--- config.mk ---
export PLATFORM = sky130hd
export DESIGN_NAME = dpws_ctrl
export DESIGN_NICKNAME = d
export VERILOG_FILES = /design/src/sv/dpws_pkg.sv /design/src/sv/dpws_ctrl.sv
export SDC_FILE = /design/constraint.sdc
export NUM_CORES = 1
export LEC_CHECK = 0
export BUFFER_PORTS_ARGS = -buffer_cell sky130_fd_sc_hd__buf_2
export CAP_MARGIN = 20
export CORE_AREA = 2 2 54 56
export CTS_CLUSTER_SIZE = 14
export DETAILED_ROUTE_END_ITERATION = 6
export DIE_AREA = 0 0 56 58
export PLACE_DENSITY = 0.77
export SYNTH_ARGS = -nofsm -noshare
export SYNTH_HDL_FRONTEND = slang
export SYNTH_SLANG_ARGS = --single-unit
--- constraint.sdc ---
create_clock -name clock -period 5.22 [get_ports clock]
set_input_delay 0.783 -clock clock [delete_from_list [all_inputs] [get_ports clock]]
set_output_delay 0.783 -clock clock [all_outputs]
set_load 0.01 [all_outputs]
--- src/sv/dpws_pkg.sv ---
package dpws_pkg;

   localparam int ALIGN_BITS  = 3;
   localparam int FIELD_BITS  = 6;
   localparam int PAGE_SHIFT  = ALIGN_BITS + FIELD_BITS;
   localparam int MASK_W      = 1 << FIELD_BITS;
   localparam int HASH_W      = 13;
   localparam int CSR_W       = 11;
   localparam int FILL_W      = 11;

   localparam logic [HASH_W-1:0] HASH_MULT        = 13'd4567;
   localparam logic [CSR_W-1:0]  TABLE_SIZE_RESET = 11'd1024;

   typedef enum logic [1:0] {
      KIND_ADD   = 2'd0,
      KIND_REM   = 2'd1,
      KIND_CLEAR = 2'd2,
      KIND_NEXT  = 2'd3
   } kind_type;

   typedef enum logic [1:0] {
      ST_OK       = 2'd0,
      ST_MISALIGN = 2'd1,
      ST_FULL     = 2'd2,
      ST_RSVD     = 2'd3
   } status_type;

   // controller -> datapath
   typedef struct packed {
      logic idle;
      logic accept;
      logic clr_init;
      logic clr_step;
      logic set_misalign;
      logic hash_load;
      logic hash_step;
      logic probe_init;
      logic probe_adv;
      logic rd_cur;
      logic add_write;
      logic add_full;
      logic rem_write;
      logic rep_start;
      logic rep_adv;
      logic rep_hold;
      logic ri_inc;
      logic mv_home;
      logic mv_clear;
      logic scan_init0;
      logic scan_from_probe;
      logic scan_adv;
      logic scan_hit;
      logic result_load;
   } cmd_type;

   // datapath -> controller
   typedef struct packed {
      kind_type kind;
      logic     misaligned;
      logic     addr_zero;
      logic     clr_last;
      logic     hash_last;
      logic     probe_hit;
      logic     probe_last;
      logic     slot_empty;
      logic     rem_zero;
      logic     home_eq_cur;
      logic     rep_end;
      logic     scan_end;
      logic     scan_found;
      logic     out_busy;
   } sts_type;

endpackage

--- src/sv/dpws_ctrl.sv ---
module dpws_ctrl import dpws_pkg::*; (
   input  logic    clock,
   input  logic    reset,
   input  logic    req_valid,
   input  logic    csr_write_enable,
   input  sts_type sts,
   output cmd_type cmd
);

   typedef enum logic [15:0] {
      S_IDLE  = 16'b0000000000000001,
      S_DEC   = 16'b0000000000000010,
      S_CLR   = 16'b0000000000000100,
      S_HMUL  = 16'b0000000000001000,
      S_HDIV  = 16'b0000000000010000,
      S_PINIT = 16'b0000000000100000,
      S_PRD   = 16'b0000000001000000,
      S_PCHK  = 16'b0000000010000000,
      S_RLOOP = 16'b0000000100000000,
      S_RRD   = 16'b0000001000000000,
      S_RCHK  = 16'b0000010000000000,
      S_MV1   = 16'b0000100000000000,
      S_MV2   = 16'b0001000000000000,
      S_SRD   = 16'b0010000000000000,
      S_SCHK  = 16'b0100000000000000,
      S_DONE  = 16'b1000000000000000
   } state_type;

   state_type state_ff, state_in;
   logic      clr_op_ff, clr_op_in;   // sweep belongs to a clear item
   logic      rep_ff, rep_in;         // probe serves the chain repair

   always_comb begin
      state_in  = state_ff;
      clr_op_in = clr_op_ff;
      rep_in    = rep_ff;
      cmd       = '0;
      case (state_ff)
         S_IDLE: begin
            cmd.idle = 1'b1;
            if (req_valid) begin
               cmd.accept = 1'b1;
               state_in   = S_DEC;
            end
         end
         S_DEC: begin
            rep_in = 1'b0;
            if (sts.kind == KIND_CLEAR) begin
               cmd.clr_init = 1'b1;
               clr_op_in    = 1'b1;
               state_in     = S_CLR;
            end else if (sts.kind == KIND_NEXT) begin
               if (sts.addr_zero) begin
                  cmd.scan_init0 = 1'b1;
                  state_in       = S_SRD;
               end else begin
                  state_in = S_HMUL;
               end
            end else if (sts.misaligned) begin
               cmd.set_misalign = 1'b1;
               state_in         = S_DONE;
            end else begin
               state_in = S_HMUL;
            end
         end
         S_CLR: begin
            cmd.clr_step = 1'b1;
            if (sts.clr_last) begin
               state_in = clr_op_ff ? S_DONE : S_IDLE;
            end
         end
         S_HMUL: begin
            cmd.hash_load = 1'b1;
            state_in      = S_HDIV;
         end
         S_HDIV: begin
            cmd.hash_step = 1'b1;
            if (sts.hash_last) begin
               state_in = S_PINIT;
            end
         end
         S_PINIT: begin
            cmd.probe_init = 1'b1;
            state_in       = S_PRD;
         end
         S_PRD: begin
            state_in = S_PCHK;
         end
         S_PCHK: begin
            if (sts.probe_hit) begin
               if (rep_ff) begin
                  if (sts.home_eq_cur) begin
                     cmd.ri_inc = 1'b1;
                     state_in   = S_RLOOP;
                  end else begin
                     state_in = S_MV1;
                  end
               end else begin
                  case (sts.kind)
                     KIND_ADD: begin
                        cmd.add_write = 1'b1;
                        state_in      = S_DONE;
                     end
                     KIND_REM: begin
                        state_in = S_DONE;
                        if (!sts.slot_empty) begin
                           cmd.rem_write = 1'b1;
                           if (sts.rem_zero) begin
                              cmd.rep_start = 1'b1;
                              state_in      = S_RLOOP;
                           end
                        end
                     end
                     KIND_NEXT: begin
                        cmd.scan_from_probe = 1'b1;
                        state_in            = S_SRD;
                     end
                     default: begin
                        state_in = S_DONE;
                     end
                  endcase
               end
            end else if (sts.probe_last) begin
               if (rep_ff) begin
                  cmd.ri_inc = 1'b1;
                  state_in   = S_RLOOP;
               end else begin
                  cmd.add_full = (sts.kind == KIND_ADD);
                  state_in     = S_DONE;
               end
            end else begin
               cmd.probe_adv = 1'b1;
               state_in      = S_PRD;
            end
         end
         S_RLOOP: begin
            if (sts.rep_end) begin
               state_in = S_DONE;
            end else begin
               cmd.rep_adv = 1'b1;
               state_in    = S_RRD;
            end
         end
         S_RRD: begin
            cmd.rd_cur = 1'b1;
            state_in   = S_RCHK;
         end
         S_RCHK: begin
            if (sts.slot_empty) begin
               state_in = S_DONE;
            end else begin
               cmd.rep_hold = 1'b1;
               rep_in       = 1'b1;
               state_in     = S_HMUL;
            end
         end
         S_MV1: begin
            cmd.mv_home = 1'b1;
            state_in    = S_MV2;
         end
         S_MV2: begin
            cmd.mv_clear = 1'b1;
            cmd.ri_inc   = 1'b1;
            state_in     = S_RLOOP;
         end
         S_SRD: begin
            state_in = sts.scan_end ? S_DONE : S_SCHK;
         end
         S_SCHK: begin
            if (sts.scan_found) begin
               cmd.scan_hit = 1'b1;
               state_in     = S_DONE;
            end else begin
               cmd.scan_adv = 1'b1;
               state_in     = S_SRD;
            end
         end
         S_DONE: begin
            if (!sts.out_busy) begin
               cmd.result_load = 1'b1;
               state_in        = S_IDLE;
            end
         end
         default: begin
            state_in = S_IDLE;
         end
      endcase
      // a size change empties the table
      if (csr_write_enable) begin
         cmd          = '0;
         cmd.clr_init = 1'b1;
         clr_op_in    = 1'b0;
         state_in     = S_CLR;
      end
   end

   always_ff @(posedge clock) begin
      if (reset) begin
         state_ff  <= S_CLR;
         clr_op_ff <= 1'b0;
         rep_ff    <= 1'b0;
      end else begin
         state_ff  <= state_in;
         clr_op_ff <= clr_op_in;
         rep_ff    <= rep_in;
      end
   end

endmodule

### Word level (Yosys, flattened, before mapping)

Index checks and enable logic that the tools add are counted.

* flip-flop bits (word level): 18
* bits of input ports: 19
* output and inout bits: 24
* logic and storage cells: 111

* eq/ne operators: 24
* muxes and demuxes: 78
* reduce and logical (&&, ||, !) cells: 6

Operators by type and width (count)
* $mux 16: 18
* $pmux 16 s16: 1
* $mux 1: 46
* $pmux 16 s2: 1
* $mux 24: 1
* $eq 16x1->1 const B: 1
* $eq 16x10->1 const B: 1
* $eq 16x11->1 const B: 1
* $eq 16x12->1 const B: 1
* $eq 16x13->1 const B: 1
* $eq 16x14->1 const B: 1
* $eq 16x15->1 const B: 1
* $eq 16x16->1 const B: 1
* $eq 16x2->1 const B: 1
* $eq 16x3->1 const B: 1
* $eq 16x4->1 const B: 1
* $eq 16x5->1 const B: 1
* $eq 16x6->1 const B: 1
* $eq 16x7->1 const B: 1
* $eq 16x8->1 const B: 1
* $eq 16x9->1 const B: 1
* $mux 14: 1
* $mux 12: 1
* $mux 2: 6
* 10 further kinds: 17

### Depth between registers and ports, before layout

Gate-level depths: netlist of the first run.

* depth in word-level cells: 7
* gate-level depth with buffers: 7
* mapped depth without buffers: 6

### Least setup slack after synthesis of the first run

OpenSTA, ideal clock, no wires.

* kind: register to output
* start: register state_ff[2]
* end: output cmd[10] (netlist name)
* data arrival time: 1.771 ns
* required time: 4.437 ns
* slack: 2.666 ns
* cell stages (with the launch flop): 8
* buffers on the path: 1
* cell sequence: dfxtp_1 clkbuf_1 nor4_2 nand4_1 nor2_1 nand2_1 nor4_2 and2_1

RTL lines
* start, declared: line dpws_ctrl.sv:29 `state_type state_ff, state_in;`
* start signal, assigned: line dpws_ctrl.sv:203 `state_ff <= state_in;`
* end, declared: line dpws_ctrl.sv:7 `output cmd_type cmd`

==> results of run 1 <==
## how the worst min path moves through the flow
stage / startpoint / cells past startpoint / endpoint
2_1_floorplan: clr_op_ff / 2 / clr_op_ff
3_3_place_gp: rep_ff / 2 / state_ff[11]
3_5_place_dp: clr_op_ff / 2 / clr_op_ff
4_1_cts: clr_op_ff / 2 / clr_op_ff
5_1_grt: rep_ff / 2 / state_ff[11]
6_report: clr_op_ff / 2 / clr_op_ff
## layer usage
metal | part of all wire | vias to the layer above
met2 | 0.45 | 64
met3 | 0.067 | 7
met1 | 0.46 | 706
met5 | 0 | -
met4 | 0.019 | 0
li1 | - | 773
## state kept, by name, summed over array words and instances (netlist names)
register,cells
state_ff,16
clr_op_ff,1
rep_ff,1
## power by group
group | internal [W] | total [W] | switching (W) | leakage (nW)
clock network | 0.0000427 | 0.0000923 | 0.0000496 | 0.0210
logic | 0.0000145 | 0.0000377 | 0.0000232 | 0.520
registers | 0.000138 | 0.000140 | 0.00000167 | 0.145
total | 0.000195 | 0.000270 | 0.0000745 | 0.687
## metrics by stage
step,total power [W],setup slack [ns],hold WS [ns]
3_5_place_dp,0.000180,2.53,0.503
5_1_grt,0.000279,1.93,0.548
6_report,0.000270,2.13,0.522
2_1_floorplan,0.000165,2.67,0.455
3_3_place_gp,0.000180,2.54,0.500
4_1_cts,0.000269,2.16,0.519
## placed cells by master, fill, tap and decap left out, types with 3 or more instances in the layout
cell type	count
clkbuf_4	3
nor4b_1	4
nor2b_1	5
nand4b_1	3
a21oi_1	10
buf_2	42
nand4_1	5
o21ai_0	4
and3_1	3
nor4_1	4
nand3b_1	5
nand2_1	23
nor4_2	3
nand2b_1	3
nand3_1	7
o22ai_1	3
dfxtp_1	18
or3_1	3
nor3_1	15
nor2_1	31
## critical path, cell delays in order (launching register included)
cell and delay [ns]:
dfxtp_1 0.40, nor4_4 0.49, nand3_1 0.33, nor2b_1 0.32
and3b_1 0.24, or2_2 0.11, buf_2 0.12
## cell type report
class / count / area, sq um
sequential: 18 / 360
inverter: 1 / 3.75
fill: 246 / 1050
multi-input combinational: 159 / 962
tap: 31 / 38.8
clock buffer: 4 / 36.3
timing repair buffer: 42 / 210
## cell families after synthesis
kind of cell / count (synthesis) / synth area share
DFF: 18 / 0.264
and+or+nand+nor: 126 / 0.532
buffers and inverters: 8 / 0.0312
AOI/OAI and AO/OA: 30 / 0.154
xor gates and xnor gates: 3 / 0.0193
==> run summary, run 1 <==
status: finished, final reports clean
Horiz. Die Dim: 56 um
number of gates resized after cts: 0
WL per Instance: 14.6 um
CTS tree: done
setup_tns: 0 ns
met3 GRT Util: 0.0246
worst vdd ir: 0.124 mV
die area: 3250 sq um
LEAKAGE: 0.687 nW
Initial Util: 0.513
most frequent cell after synthesis: nor2_1
top cells by area, synth: dfxtp_1 (26%), nor2_1 (8.5%), nand2_1 (6.3%)
Die Ht: 58 um
post-CTS setup buffer count: 0
critical path class: reg -> out
via count: 1550
GR Util All Layers: 0.235
largest net degree at the start of global routing: 25
Achievable Freq: 323 MHz
DRC errors left: 0
Startpoint Class: flop
Post-Syn Nets: 204
Global Route met1 Usage: 0.323
worst endpoint data arrival time: 2.31 ns
#FFs+latches synth: 18
Clk Latency, worst-skew pair: 0.31 ns
Final Hold Viols: 0
antenna violations before repair: 0
final worst path period share: 0.592
Inst Count DP: 251
final non-filler cell total: 255
max-cap viol count: 0
Final setup viols: 0
io pins: 43
Setup Skew: 0.00152 ns
Setup crit end kind: output port
Max-slew headroom: 0.674
reg-to-reg slack, setup: 3.11 ns
CTS H-tree depth: 1
TritonCTS sink count: 18
Synth top area share: 0.264
Yosys cell types: 47
fin nets: 244
post-synth top area cell: dfxtp_1
most common flop cell mapped by yosys: dfxtp_1
ant diodes: 0
DP Wirelength: 2.86 mm
Max Slew Vio Count: 0
source of the critical timing path: state_ff[5]
RSZ-0062 raised after global routing: no
worst r2r path cells: 6
Required @ worst endpoint: 4.44 ns
Mapped Area: 1370 sq um
min Tclk post-route: 3.09 ns
Area growth syn-to-layout: 18.1%
crit path max fanout: 8
power density over cell area: 167 nW/um^2
Core Footprint: 2660 sq um
post-synthesis sequential area ratio: 0.264
Root Driver: clkbuf_4
first-pass GRT wire length: 6.00 mm
FP Rows: 19
placed cell area: 1580 sq um
global route overflow: 0
crit path to: cmd[21]
Post-DRT Antenna Nets: 0
# port buffers: 42
R2R Path End: state_ff[13]
Vias/cell: 6.08
utilization after layout: 0.605
GRT Max-Usage Layer: met2
clk slew on worst S/H paths: 0.11 ns
M2 GR Usage: 0.387
Clock Tree Buf Depth: 2
number of global-route vias before repair: 1285
Mapped Cells: 185
CTS buffer count: 3
share of layout cells above drive strength 1: 0.259
Async SR Flop Fraction: 0
EDFF count, synth: 0
reg-to-reg startpoint: state_ff[5]
gpl congestion: 0.870
1st-iter DRT viols: 70
DRT Wirelength: 3.72 mm
Slew @ Worst Pin: 0.483 ns
Warnings, synthesis: 0
drt pass-1 iters: 4
Post-synth top cells: nor2_1 (31), nand2_1 (23), dfxtp_1 (18)
Post-CTS Hold Buffers: 0
worst hold path class: reg -> reg
post-route cell area: 1610 sq um
Synth Area per Inst: 7.38 sq um
Power figures use the tool's default switching activity.
==> inputs of run 2 (changes only) <==
--- a/config.mk
+++ b/config.mk
@@ -7,11 +7,11 @@
 export LEC_CHECK = 0
 export BUFFER_PORTS_ARGS = -buffer_cell sky130_fd_sc_hd__buf_2
 export CAP_MARGIN = 20
-export CORE_AREA = 2 2 54 56
+export CORE_AREA = 2 2 58 60
 export CTS_CLUSTER_SIZE = 14
 export DETAILED_ROUTE_END_ITERATION = 6
-export DIE_AREA = 0 0 56 58
-export PLACE_DENSITY = 0.77
+export DIE_AREA = 0 0 60 62
+export PLACE_DENSITY = 0.71
 export SYNTH_ARGS = -nofsm -noshare
 export SYNTH_HDL_FRONTEND = slang
 export SYNTH_SLANG_ARGS = --single-unit
==> constraint.sdc (replaced) <==
create_clock -name clock -period 2.65 [get_ports clock]
set_input_delay 0.3975 -clock clock [delete_from_list [all_inputs] [get_ports clock]]
set_output_delay 0.3975 -clock clock [all_outputs]
set_load 0.01 [all_outputs]
==> run 2 against run 1 <==
  * Sequential power is 97% higher
  * Via count increased by 1.2%
  * Total power grew 80%
  * Clock power rose by 46%
  * Clock-buffer cell count is 1 lower
  * Register-to-register slack got worse by 2.4 ns
  * Core utilization down 6.9 points
  * Non-clock buffer count rose by 7
  * Final cell count rose by 8.2%
  * Worst hold slack got worse by 0.24 ns
  * Largest cell class unchanged
==> run summary, run 2 (synthesized netlist as in run 1, its figures left out) <==
fillcell total: 299
Seq pwr share: 0.566
DRC errors left: 0
largest net degree at the start of global routing: 25
status: finished, final reports clean
post-route cell area: 1710 sq um
highest-delay cell along the critical path: nor4_4
Setup Skew: 0.00619 ns
Required @ worst endpoint: 2.25 ns
DP Wirelength: 2.94 mm
placed cell area: 1610 sq um
CP cell instances: nor4_4 > nand4_1 > nor2_2 > nand2_1 > nor4_2 > and2_1 > buf_2
Die Ht: 62 um
leading cell type in the layout, fill and taps excluded: buf_2
CTS tree: done
DRT Wirelength: 3.87 mm
Post-DRT Antenna Nets: 0
Slew @ Worst Pin: 0.449 ns
GR Util All Layers: 0.212
io pins: 43
hold wc startpoint: reset
most flop-heavy register: state_ff
crit path max fanout: 5
Setup crit end kind: output port
clock power share: 0.277
gpl congestion: 0.841
worst endpoint data arrival time: 2.11 ns
ant diodes: 0
global route overflow: 0
number of global-route vias before repair: 1311
Design Power: 0.000487 W
share of layout cells above drive strength 1: 0.291
Root Driver: clkbuf_4
fin nets: 251
commonest cells after routing, fill and taps aside: buf_2 (42), nor2_1 (30), nand2_1 (23), dfxtp_1 (17), nor3_1 (15)
WL per Instance: 14.0 um
power density over cell area: 286 nW/um^2
Startpoint Class: flop
Core Footprint: 3180 sq um
via count: 1568
Comb pwr share: 0.157
max reg flops: 16
1st-iter DRT viols: 66
clk slew on worst S/H paths: 0.10 ns
Vias/cell: 5.68
Area growth syn-to-layout: 24.9%
critical path's largest stage delay: 0.42 ns
worst hold path class: in -> reg
reg-to-reg startpoint: state_ff[8]
Switching Share: 0.271
# port buffers: 42
min Tclk post-route: 2.51 ns
Max Slew Vio Count: 0
Clock Tree Buf Depth: 2
Initial Util: 0.429
TritonCTS sink count: 18
final non-filler cell total: 276
Clk Latency, worst-skew pair: 0.29 ns
die area: 3720 sq um
LEAKAGE: 0.721 nW
critical path class: reg -> out
P_sw: 0.000132 W
Final setup viols: 0
Max-slew headroom: 0.696
Achievable Freq: 399 MHz
source of the critical timing path: state_ff[15]
Horiz. Die Dim: 60 um
first-pass GRT wire length: 6.00 mm
max-cap viol count: 0
final worst path period share: 0.946
drt pass-1 iters: 4
hold slack final: 0.280 ns
internal power: 0.000355 W
largest registers: state_ff x16, clr_op_ff x1, rep_ff x1
CTS buffer count: 3
antenna violations before repair: 0
Inst Count DP: 268
FP Rows: 21
CTS H-tree depth: 1
worst vdd ir: 0.201 mV
Final Hold Viols: 0
run 2: cell count changes in the layout (fill, tap and decap cells not counted), sizes merged:
cell	change
buf	+7
clkbuf	-1
run 2: cell type report:
cell class | instances | area [sq um] | share of cell area
inverter | 1 | 3.75 | 0.00220
tap | 46 | 57.6 | 0.0337
clock buffer | 3 | 22.5 | 0.0132
multi-input combinational | 159 | 997 | 0.585
timing repair buffer | 49 | 263 | 0.154
sequential | 18 | 362 | 0.212
run 2: metal layers:
| metal | vias up | GRT usage | routed length (um) |
|---|---|---|---|
| met5 | - | 0 | 0 |
| met4 | 0 | 0.0476 | 50 |
| met3 | 6 | 0.0290 | 183 |
| met2 | 61 | 0.349 | 1800 |
| met1 | 718 | 0.296 | 1840 |
| li1 | 783 | - | - |
run 2: worst paths after layout:
| kind | to | slack (ns) | cells after the start |
|---|---|---|---|
| min | rep_ff | 0.28 | 2 |
| max reg2reg | state_ff[15] | 0.67 | 6 |
| max | cmd[10] | 0.14 | 7 |
| min reg2reg | clr_op_ff | 0.52 | 2 |
run 2: stage by stage:
step / setup slack [ns] / utilization / setup TNS [ns]
after floorplan: 0.481 / - / 0
after global placement: 0.416 / 0.506 / 0
after detailed placement: 0.338 / 0.506 / 0
after CTS: 0.0248 / 0.515 / 0
after global routing: -0.0428 / 0.536 / -0.0428
final: 0.144 / 0.536 / 0
run 2: critical path, delay by kind of cell (launching register included):
family | cells | cell delay [ns]
buffers and inverters | 1 | 0.12
and+or+nand+nor | 6 | 1.34
DFF | 1 | 0.37
run 2: repair_timing:
action,in CTS,in global routing
resized for setup,1,5
hold buffers,0,0
buffers inserted,0,5
pin swaps,0,4
endpoints found under the setup margin,1,5
run 2: power groups by stage:
| stage | Clock, W | Combinational [W] | Sequential [W] |
|---|---|---|---|
| finish | 0.000135 | 0.0000764 | 0.000276 |
| global route | 0.000152 | 0.0000845 | 0.000276 |
| CTS | 0.000139 | 0.0000755 | 0.000275 |
| detailed placement | 0 | 0.0000752 | 0.000281 |
| global placement | 0 | 0.0000755 | 0.000281 |
| floorplan | 0 | 0.0000448 | 0.000280 |
